### config.mk
export PLATFORM = sky130hd
export DESIGN_NAME = bgrg_ctrl
export DESIGN_NICKNAME = d
export VERILOG_FILES = /design/src/rtl/bitmap_glyph_row_generator_macros.svh /design/src/rtl/bgrg_pkg.sv /design/src/rtl/bgrg_ctrl.sv
export SDC_FILE = /design/constraint.sdc
export NUM_CORES = 1
export LEC_CHECK = 0
export BUFFER_PORTS_ARGS = -buffer_cell sky130_fd_sc_hd__buf_2
export CORE_AREA = 2 2 39 41
export DETAILED_ROUTE_END_ITERATION = 6
export DIE_AREA = 0 0 41 43
export HOLD_SLACK_MARGIN = 0.05
export SLEW_MARGIN = 20
export SYNTH_ARGS = -nofsm -noshare
export SYNTH_HDL_FRONTEND = slang
export SYNTH_SLANG_ARGS = --single-unit
### constraint.sdc
create_clock -name i_clk -period 2.15 [get_ports i_clk]
set_clock_uncertainty 0.15 [all_clocks]
set_input_delay 0.215 -clock i_clk [delete_from_list [all_inputs] [get_ports i_clk]]
set_output_delay 0.215 -clock i_clk [all_outputs]
set_load 0.02 [all_outputs]
### src/rtl/bitmap_glyph_row_generator_macros.svh
// ----------------------------------------------------------------------------
// Glyph row generator assertion macros
// Shorthand for clocked assertions with a synchronous active-low reset.
// ----------------------------------------------------------------------------
`ifndef BITMAP_GLYPH_ROW_GENERATOR_MACROS_SVH
`define BITMAP_GLYPH_ROW_GENERATOR_MACROS_SVH

// same-cycle implication, checked outside reset
`define BGRG_ASSERT_SAME(lbl, clk, rst_n, ante, cons, msg) \
    lbl: assert property (@(posedge clk) disable iff (!rst_n) (ante) |-> (cons)) \
        else $error(msg);

// next-cycle implication, checked outside reset
`define BGRG_ASSERT_NEXT(lbl, clk, rst_n, ante, cons, msg) \
    lbl: assert property (@(posedge clk) disable iff (!rst_n) (ante) |=> (cons)) \
        else $error(msg);

`endif

### src/rtl/bgrg_pkg.sv
// ----------------------------------------------------------------------------
// Glyph row generator package
// Payload types, control/status structs, command and register codes.
// FONT_BYTES is taken as a power of two; font addresses wrap on its width.
// ----------------------------------------------------------------------------
package bgrg_pkg;

    localparam int DEF_MAX_WIDTH  = 16;
    localparam int DEF_MAX_HEIGHT = 16;
    localparam int DEF_FONT_BYTES = 4096;

    // hard ceiling of glyph width and height in the mask format
    localparam int DIM_MAX = 16;
    localparam int ROW_W   = 4;
    localparam int CFG_IDX_W  = 3;
    localparam int CFG_DATA_W = 8;

    localparam logic CMD_LOAD = 1'b0;
    localparam logic CMD_DRAW = 1'b1;

    localparam logic [CFG_IDX_W-1:0] CFG_FIRST_CODE   = 3'd0;
    localparam logic [CFG_IDX_W-1:0] CFG_LAST_CODE    = 3'd1;
    localparam logic [CFG_IDX_W-1:0] CFG_GLYPH_WIDTH  = 3'd2;
    localparam logic [CFG_IDX_W-1:0] CFG_GLYPH_HEIGHT = 3'd3;

    localparam logic [7:0] RST_FIRST_CODE   = 8'd32;
    localparam logic [7:0] RST_LAST_CODE    = 8'd126;
    localparam logic [4:0] RST_GLYPH_WIDTH  = 5'd8;
    localparam logic [4:0] RST_GLYPH_HEIGHT = 5'd8;

    typedef struct packed {
        logic               cmd;
        logic [11:0]        load_addr;
        logic [7:0]         load_byte;
        logic [7:0]         char_code;
        logic signed [15:0] pos_x;
        logic signed [15:0] pos_y;
        logic [15:0]        fore_color;
        logic [15:0]        back_color;
    } t_in_item;

    typedef struct packed {
        logic signed [15:0] row_x;
        logic signed [15:0] row_y;
        logic [15:0]        row_mask;
        logic [4:0]         row_width;
        logic [15:0]        set_color;
        logic [15:0]        clear_color;
        logic               window_mode;
        logic               glyph_valid;
        logic [4:0]         advance;
        logic               last_row;
    } t_out_item;

    typedef struct packed {
        logic             mem_wr;
        logic             capture;
        logic             post_bad;
        logic             issue;
        logic [ROW_W-1:0] row;
    } t_dp_cmd;

    typedef struct packed {
        logic s1_free;
        logic code_bad;
        logic row_last;
    } t_dp_status;

endpackage

### src/rtl/bgrg_ctrl.sv
// ----------------------------------------------------------------------------
// Glyph row generator controller
// Takes requests, sends loads and draws to the datapath, issues glyph rows.
// ----------------------------------------------------------------------------
module bgrg_ctrl
    import bgrg_pkg::*;
(
    input  logic       i_clk,
    input  logic       i_rst_n,
    input  logic       i_in_valid,
    input  logic       i_in_cmd,
    output logic       o_in_stall,
    input  t_dp_status i_status,
    output t_dp_cmd    o_cmd
);

    typedef enum logic [1:0] {
        ST_IDLE = 2'b01,
        ST_ROWS = 2'b10
    } t_state;

    t_state           r_state, n_state;
    logic [ROW_W-1:0] r_row, n_row;
    logic             in_ready;
    logic             accept;

    assign in_ready   = (r_state == ST_IDLE) && i_status.s1_free;
    assign o_in_stall = !in_ready;
    assign accept     = i_in_valid && in_ready;

    always_comb begin
        o_cmd.mem_wr   = accept && (i_in_cmd == CMD_LOAD);
        o_cmd.capture  = accept && (i_in_cmd == CMD_DRAW) && !i_status.code_bad;
        o_cmd.post_bad = accept && (i_in_cmd == CMD_DRAW) && i_status.code_bad;
        o_cmd.issue    = (r_state == ST_ROWS) && i_status.s1_free;
        o_cmd.row      = r_row;
    end

    always_comb begin
        n_state = r_state;
        n_row   = r_row;
        unique case (r_state)
            ST_IDLE: begin
                if (o_cmd.capture) begin
                    n_state = ST_ROWS;
                    n_row   = '0;
                end
            end
            ST_ROWS: begin
                if (o_cmd.issue) begin
                    if (i_status.row_last) begin
                        n_state = ST_IDLE;
                    end else begin
                        n_row = r_row + 1'b1;
                    end
                end
            end
            default: begin
                n_state = ST_IDLE;
            end
        endcase
    end

    always_ff @(posedge i_clk) begin
        if (!i_rst_n) begin
            r_state <= ST_IDLE;
            r_row   <= '0;
        end else begin
            r_state <= n_state;
            r_row   <= n_row;
        end
    end

endmodule

==> qor.yml, run 1 <==
timing:
  max_freq_mhz: 618.1
  fin_crit_ns: 1.618
  report.final.slew_viol_count: 0
  period_share: 0.7525
  tightest_slew_ns: 0.2220
  finalSetupTns_ns: 0
  setup_slack_ns: 0.5322
  finalSetupViolations: 0
  hold_viol: 0
  rsz0062_at_grt: "no"
  slew_headroom: 0.8510
clock_network:
  cts_hold_buf: 0
  clk_latency_ns: 0.24
  cts_tree: "done"
  cts_root_buf: "clkbuf_4"
  cts_setup_buffers: 0
  cts.sinks: 6
  clk_pin_slew_ns: 0.04
  h-tree-depth: 1
  numCtsBuffers: 3
  cts_buffer_depth: 2
  post_cts_resized: 0
grt:
  grt_pass1_vias: 264
  overflow: 0
  grt_max_degree: 8
  antenna_found_initial: 0
  grt_usage: 0.09749
  grt_pass1_wl_mm: 1.090
die:
  io_pins: 16
  coreArea_um2: 1384
  num_rows: 14
  initial_utilization: 0.2405
  die_w_um: 41
  fp.dieH_um: 43
  die-area_um2: 1763
power:
  switching_power_mw: 0.05332
  p_comb_frac: 0.104
  swShare: 0.2233
  p_int_mw: 0.1854
  cellPowerDensity_nw_per_um2: 530.1
  p_leak_nw: 0.2075
  vdd_ir_drop_max_mv: 0.1672
  pwr-share-seq: 0.473
  clkPwrFrac: 0.423
critical_path:
  ff2ff_path_depth: 3
  worstSetupPathType: "reg2out"
  worstPathArrival_ns: 1.25
  critical_path.slowest_cell: "dfxtp_1"
  slowest_delay_ns: 0.32
  critPathCaptureType: "output port"
  start_kind: "flop"
  r2r_slack_ns: 0.86
  crit_chain: "nand4b_2 > nor2_1 > buf_2"
  critPathMaxFanout: 4
  reg2reg_from: "r_state[0]$_SDFFE_PN1P_"
  rr_endpoint: "r_row[3]$_SDFFE_PN0P_"
  crit_required_ns: 1.78
synth:
  syn_inst: 35
  ys_seq_area_frac: 0.3609
  yosysWarningCount: 0
  synthDistinctLibCells: 21
  avgSynthCellArea_um2: 9.509
  synth_nets: 43
  syn_area_um2: 332.8
  ys_ff_latch: 6
placement:
  dp_hpwl_um: 604
  pre_cts_ws_ns: 0.7624
  portBuffers: 15
  gp_congestion: 0.7056
cells_and_area:
  layout-drive-gt1-share: 0.4340
  fin_nets: 63
  num_antenna_cells: 0
  area_growth_pct: 35.34
detailed_routing:
  drcViolationCount: 0
  wirelength_um: 749
  firstDrtPassIters: 4
  ant_nets: 0
  vias_per_cell: 4.826
  routedWlPerCell_um: 10.86
  vias: 333
  drtIter0Drc: 3
hold_path:
  hold_class: "in2reg"
  min-delay-start: "i_rst_n"
  holdPathEnd: "r_state[0]$_SDFFE_PN1P_"
  holdPathStages: 2
flow_run:
  maxCapViolations: 0
outcome:
  status: "finished, final reports clean"
-- flip-flops by register name, indices dropped and copies added, names as in the netlist --
name / flops
r_state: 2
r_row: 4
-- per-layer routing --
metal  track usage  part of all wire
met5             0                 0
met3       0.03141              0.13
met4        0.1000            0.0053
met2        0.1313              0.43
met1        0.1097              0.44
-- logic make-up (layout without fill, tap and decap cells) --
family                     after synthesis  after routing  share of synthesized area
DFF                                      6              6                     0.3609
buffers and inverters                    1             19                    0.01127
AOI/OAI and AO/OA                        9              9                     0.2256
muxes                                    1              1                    0.03008
and+or+nand+nor                         17             17                     0.3346
adders and majority gates                1              1                    0.03759
-- synth_stat cells --
| library cell | number | area, um^2 |
|---|---|---|
| and2_2 | 1 | 7.510 |
| nand2b_1 | 2 | 12.51 |
| o21ai_0 | 1 | 5.000 |
| and2b_2 | 1 | 8.760 |
| and4bb_4 | 1 | 16.27 |
| inv_1 | 1 | 3.750 |
| dfxtp_1 | 6 | 120.1 |
| ha_1 | 1 | 12.51 |
| a41oi_1 | 1 | 8.760 |
| nand2_1 | 4 | 15.01 |
| o21bai_4 | 1 | 18.77 |
| o21a_1 | 1 | 7.510 |
| nand3b_1 | 2 | 15.01 |
| a21oi_1 | 1 | 5.000 |
| mux2i_1 | 1 | 10.01 |
| nor2_1 | 3 | 11.26 |
| a311oi_1 | 2 | 17.52 |
| nand3_1 | 2 | 10.01 |
| o21ai_1 | 1 | 5.000 |
| nand4b_2 | 1 | 15.01 |
| a21boi_0 | 1 | 7.510 |
-- stage by stage --
step,std cells,power [mW],hold WS (ns),utilization,cell area [um^2]
final,69,0.2388,0.08111,0.3255,450.4
after global routing,69,0.2548,0.08704,0.3255,450.4
after CTS,69,0.2453,0.07355,0.3255,450.4
after detailed placement,66,0.1398,0.3250,0.3092,427.9
after global placement,66,0.1395,0.3152,0.3092,427.9
after floorplan,35,0.1274,0.1412,-,332.8
-- final cells by class --
cell class | count | area [um^2]
inverter | 1 | 3.754
multi-input combinational | 28 | 209.0
timing repair buffer | 15 | 75.07
fill | 155 | 933.4
sequential | 6 | 120.1
clock buffer | 3 | 22.52
tap | 16 | 20.02
-- power by group through the flow --
| stage | registers [mW] | clock network, mW | logic [mW] |
|---|---|---|---|
| final | 0.113 | 0.101 | 0.0249 |
| after global routing | 0.113 | 0.115 | 0.0271 |
| after CTS | 0.113 | 0.108 | 0.0250 |
| after detailed placement | 0.115 | 0 | 0.0250 |
| after global placement | 0.115 | 0 | 0.0247 |
| after floorplan | 0.115 | 0 | 0.0126 |
-- critical path: cells and delay by family, from the launching register on --
family                 cells  cell delay, ns
flip-flops                 1            0.32
AND/OR/NAND/NOR            2            0.50
buffers and inverters      1            0.20
-- cell usage in the layout, fill, tap and decap left out --
cell / Yosys / routed
buf_2: 0 / 15
dfxtp_1: 6 / 6
nand2_1: 4 / 4
nor2_1: 3 / 3
clkbuf_4: 0 / 3
nand3b_1: 2 / 2
nand2b_1: 2 / 2
nand3_1: 2 / 2
a311oi_1: 2 / 2
nand4b_2: 1 / 1
and2b_2: 1 / 1
and2_2: 1 / 1
and4bb_4: 1 / 1
o21bai_4: 1 / 1
a41oi_1: 1 / 1
inv_1: 1 / 1
mux2i_1: 1 / 1
o21ai_1: 1 / 1
a21boi_0: 1 / 1
o21ai_0: 1 / 1
a21oi_1: 1 / 1
o21a_1: 1 / 1
ha_1: 1 / 1
-- worst max path at each step --
stage | from | to | slack, ns | cells past startpoint
2_1_floorplan | r_state[1]$_SDFFE_PN0P_ | r_state[0]$_SDFFE_PN1P_ | 0.78 | 3
3_3_place_gp | r_state[1]$_SDFFE_PN0P_ | o_cmd[6] | 0.78 | 3
3_5_place_dp | r_state[1]$_SDFFE_PN0P_ | o_cmd[6] | 0.76 | 3
4_1_cts | r_state[1]$_SDFFE_PN0P_ | o_cmd[6] | 0.50 | 3
5_1_grt | r_state[1]$_SDFFE_PN0P_ | o_cmd[6] | 0.43 | 3
6_report | r_state[1]$_SDFFE_PN0P_ | o_cmd[6] | 0.53 | 3
Power figures use the tool's default switching activity.
==> run 2: changes to the inputs <==
--- a/config.mk
+++ b/config.mk
@@ -5,6 +5,7 @@
 export SDC_FILE = /design/constraint.sdc
 export NUM_CORES = 1
 export LEC_CHECK = 0
+export ABC_AREA = 1
 export BUFFER_PORTS_ARGS = -buffer_cell sky130_fd_sc_hd__buf_2
 export CORE_AREA = 2 2 39 41
 export DETAILED_ROUTE_END_ITERATION = 6
==> constraint.sdc (replaced) <==
create_clock -name i_clk -period 1.5 [get_ports i_clk]
set_clock_uncertainty 0.15 [all_clocks]
set_input_delay 0.15 -clock i_clk [delete_from_list [all_inputs] [get_ports i_clk]]
set_output_delay 0.15 -clock i_clk [all_outputs]
set_load 0.02 [all_outputs]
==> run 2 against run 1 <==
Die area did not move. Global-route usage rose by 2.2 points. Largest cell class unchanged. Largest power group is now combinational cells. Cell count rose by 43%. Hold slack improved by 0.11 ns. Utilization rose by 7.6 points. Register-to-register slack got worse by 0.71 ns. First-iteration DRC count rose to 2.7 times the previous value.
==> qor.yml, run 2 <==
clock_network:
  cts.sinks: 6
  cts_tree: "done"
  cts_setup_buffers: 0
  clk_latency_ns: 0.25
  cts_buffer_depth: 2
  clk_pin_slew_ns: 0.04
  h-tree-depth: 1
  numCtsBuffers: 3
  cts_root_buf: "clkbuf_4"
synth:
  synth-edff-count: 0
  syn_area_um2: 409.1
  ys_top_cells_by_count: "nand2_1 (15), inv_1 (11), dfxtp_1 (6), nor2_1 (6), nand4_1 (5)"
  yosysTopAreaCellShare: 0.2936
  syn_inst: 63
  ys_seq_area_frac: 0.2936
  synthArstFlopShare: 0
  avgSynthCellArea_um2: 6.494
  ys_ff_latch: 6
  synthDistinctLibCells: 16
  yosysMostFrequentCell: "nand2_1"
  synth_area_leaders: "dfxtp_1 (29%), nand2_1 (14%), inv_1 (10%), nand4_1 (7.6%), nor2_1 (5.5%)"
  yosysWarningCount: 0
  ys.flop_type: "dfxtp_1"
  synth_area_leader_cell: "dfxtp_1"
  synth_nets: 71
timing:
  report.final.slew_viol_count: 0
  setup_slack_ns: 0.1005
  finalSetupViolations: 0
  fin_crit_ns: 1.400
  slew_headroom: 0.8641
  rsz0062_at_grt: "yes"
  hold_viol: 0
  max_freq_mhz: 714.5
  period_share: 0.9330
  tightest_slew_ns: 0.2031
cells_and_area:
  num_antenna_cells: 0
  layout_common_cells: "nand2_1 (15), buf_2 (13), inv_1 (11), nor2_1 (6)"
  top_register: "r_row"
  largestRegisters: "r_row x4, r_state x2"
  fin_nets: 93
  area_growth_pct: 35.78
  layout_commonest_cell: "nand2_1"
  layout-drive-gt1-share: 0.4096
  largest_reg_flops: 4
  fillers: 151
critical_path:
  crit_required_ns: 1.20
  start_kind: "flop"
  worstPathArrival_ns: 1.10
  critPathMaxFanout: 3
  worstSetupPathType: "reg2out"
  ff2ff_path_depth: 6
  critPathCaptureType: "output port"
placement:
  dp_hpwl_um: 662.1
  portBuffers: 15
  gp_congestion: 0.8137
  pre_cts_ws_ns: 0.1403
grt:
  grt_max_degree: 7
  grt_usage: 0.1195
  grt_pass1_wl_mm: 1.304
  antenna_found_initial: 0
  grt_pass1_vias: 333
  overflow: 0
detailed_routing:
  vias_per_cell: 4.404
  firstDrtPassIters: 4
  wirelength_um: 860
  routedWlPerCell_um: 8.687
  drcViolationCount: 0
  ant_nets: 0
  drtIter0Drc: 8
  vias: 436
power:
  cellPowerDensity_nw_per_um2: 1921
  p_leak_nw: 0.3113
  power_mw: 1.067
  vdd_ir_drop_max_mv: 0.6656
hold_path:
  holdPathStages: 5
  hold_class: "in2reg"
die:
  num_rows: 14
  coreArea_um2: 1384
  initial_utilization: 0.2957
  io_pins: 16
  fp.dieH_um: 43
  die_w_um: 41
  die-area_um2: 1763
outcome:
  status: "finished, final reports clean"
flow_run:
  maxCapViolations: 0
run 2: cell types whose count changed after synthesis, moves of 2 or more:
cell / change
inv_2: +4
nor2_1: +3
nand2_1: +11
nor2_2: +2
nand3_1: +2
inv_1: +10
nand2b_1: -2
a311oi_1: -2
nand3b_1: -2
nand2_2: +3
nand4_1: +5
run 2: worst paths after layout:
path	slack, ns	endpoint	from
worst max-delay path	0.10	o_cmd[6]	r_state[1]$_SDFFE_PN0P_
worst min-delay path	0.19	r_row[2]$_SDFFE_PN0P_	i_status[0]
worst max register to register	0.15	r_row[2]$_SDFFE_PN0P_	r_row[0]$_SDFFE_PN0P_
worst min register to register	0.40	r_row[3]$_SDFFE_PN0P_	r_row[3]$_SDFFE_PN0P_
run 2: power by group:
group | internal, mW | switching, mW | total (mW)
clock | 0.0906 | 0.0598 | 0.150
sequential | 0.237 | 0.0732 | 0.310
combinational | 0.222 | 0.385 | 0.607
total | 0.549 | 0.518 | 1.07
run 2: logic make-up (layout without fill, tap and decap cells):
family | after synthesis | after routing | share of synthesized area
AND/OR/NAND/NOR | 39 | 39 | 0.4893
buffers and inverters | 16 | 36 | 0.1468
flip-flops | 6 | 6 | 0.2936
AO/OA/AOI/OAI | 1 | 1 | 0.03977
adder cells (fa/ha/maj) | 1 | 1 | 0.03058
run 2: worst max-delay path, cell delays in order, from the launching register on:
cell	delay [ns]
dfxtp_1	0.30
inv_2	0.07
nand3_2	0.08
nor2_2	0.12
nand3_2	0.09
inv_1	0.06
buf_4	0.13
run 2: area by class of cell:
| class | instances | area, um^2 | share of cell area |
|---|---|---|---|
| clock buffers | 3 | 22.52 | 0.04054 |
| inverters | 16 | 60.06 | 0.1081 |
| multi-input cells | 41 | 234.0 | 0.4212 |
| flip-flops and latches | 6 | 121.4 | 0.2185 |
| well taps | 16 | 20.02 | 0.03604 |
| repair buffers | 17 | 97.59 | 0.1757 |
run 2: per-layer routing:
metal / routed length (um) / vias up / GRT usage
li1: - / 235 / -
met1: 368 / 183 / 0.1318
met2: 391 / 14 / 0.1500
met3: 55 / 4 / 0.03141
met4: 45 / 0 / 0.1600
met5: 0 / - / 0
run 2: repair_timing:
action / 4_1_cts / 5_1_grt
hold buffers: 1 / 0
endpoints found under the hold margin: 6 / 0
resized for setup: 0 / 4
endpoints found under the setup margin: 0 / 2
run 2: metrics by stage:
| stage | hold WS, ns | setup TNS, ns | utilization | cell area [um^2] | cells |
|---|---|---|---|---|---|
| 2_1_floorplan | 0.08791 | 0 | - | 409.1 | 63 |
| 3_3_place_gp | 0.2506 | 0 | 0.3698 | 511.7 | 95 |
| 3_5_place_dp | 0.2476 | 0 | 0.3698 | 511.7 | 95 |
| 4_1_cts | 0.1927 | 0 | 0.3933 | 544.3 | 99 |
| 5_1_grt | 0.2244 | -0.02807 | 0.4014 | 555.5 | 99 |
| 6_report | 0.1898 | 0 | 0.4014 | 555.5 | 99 |
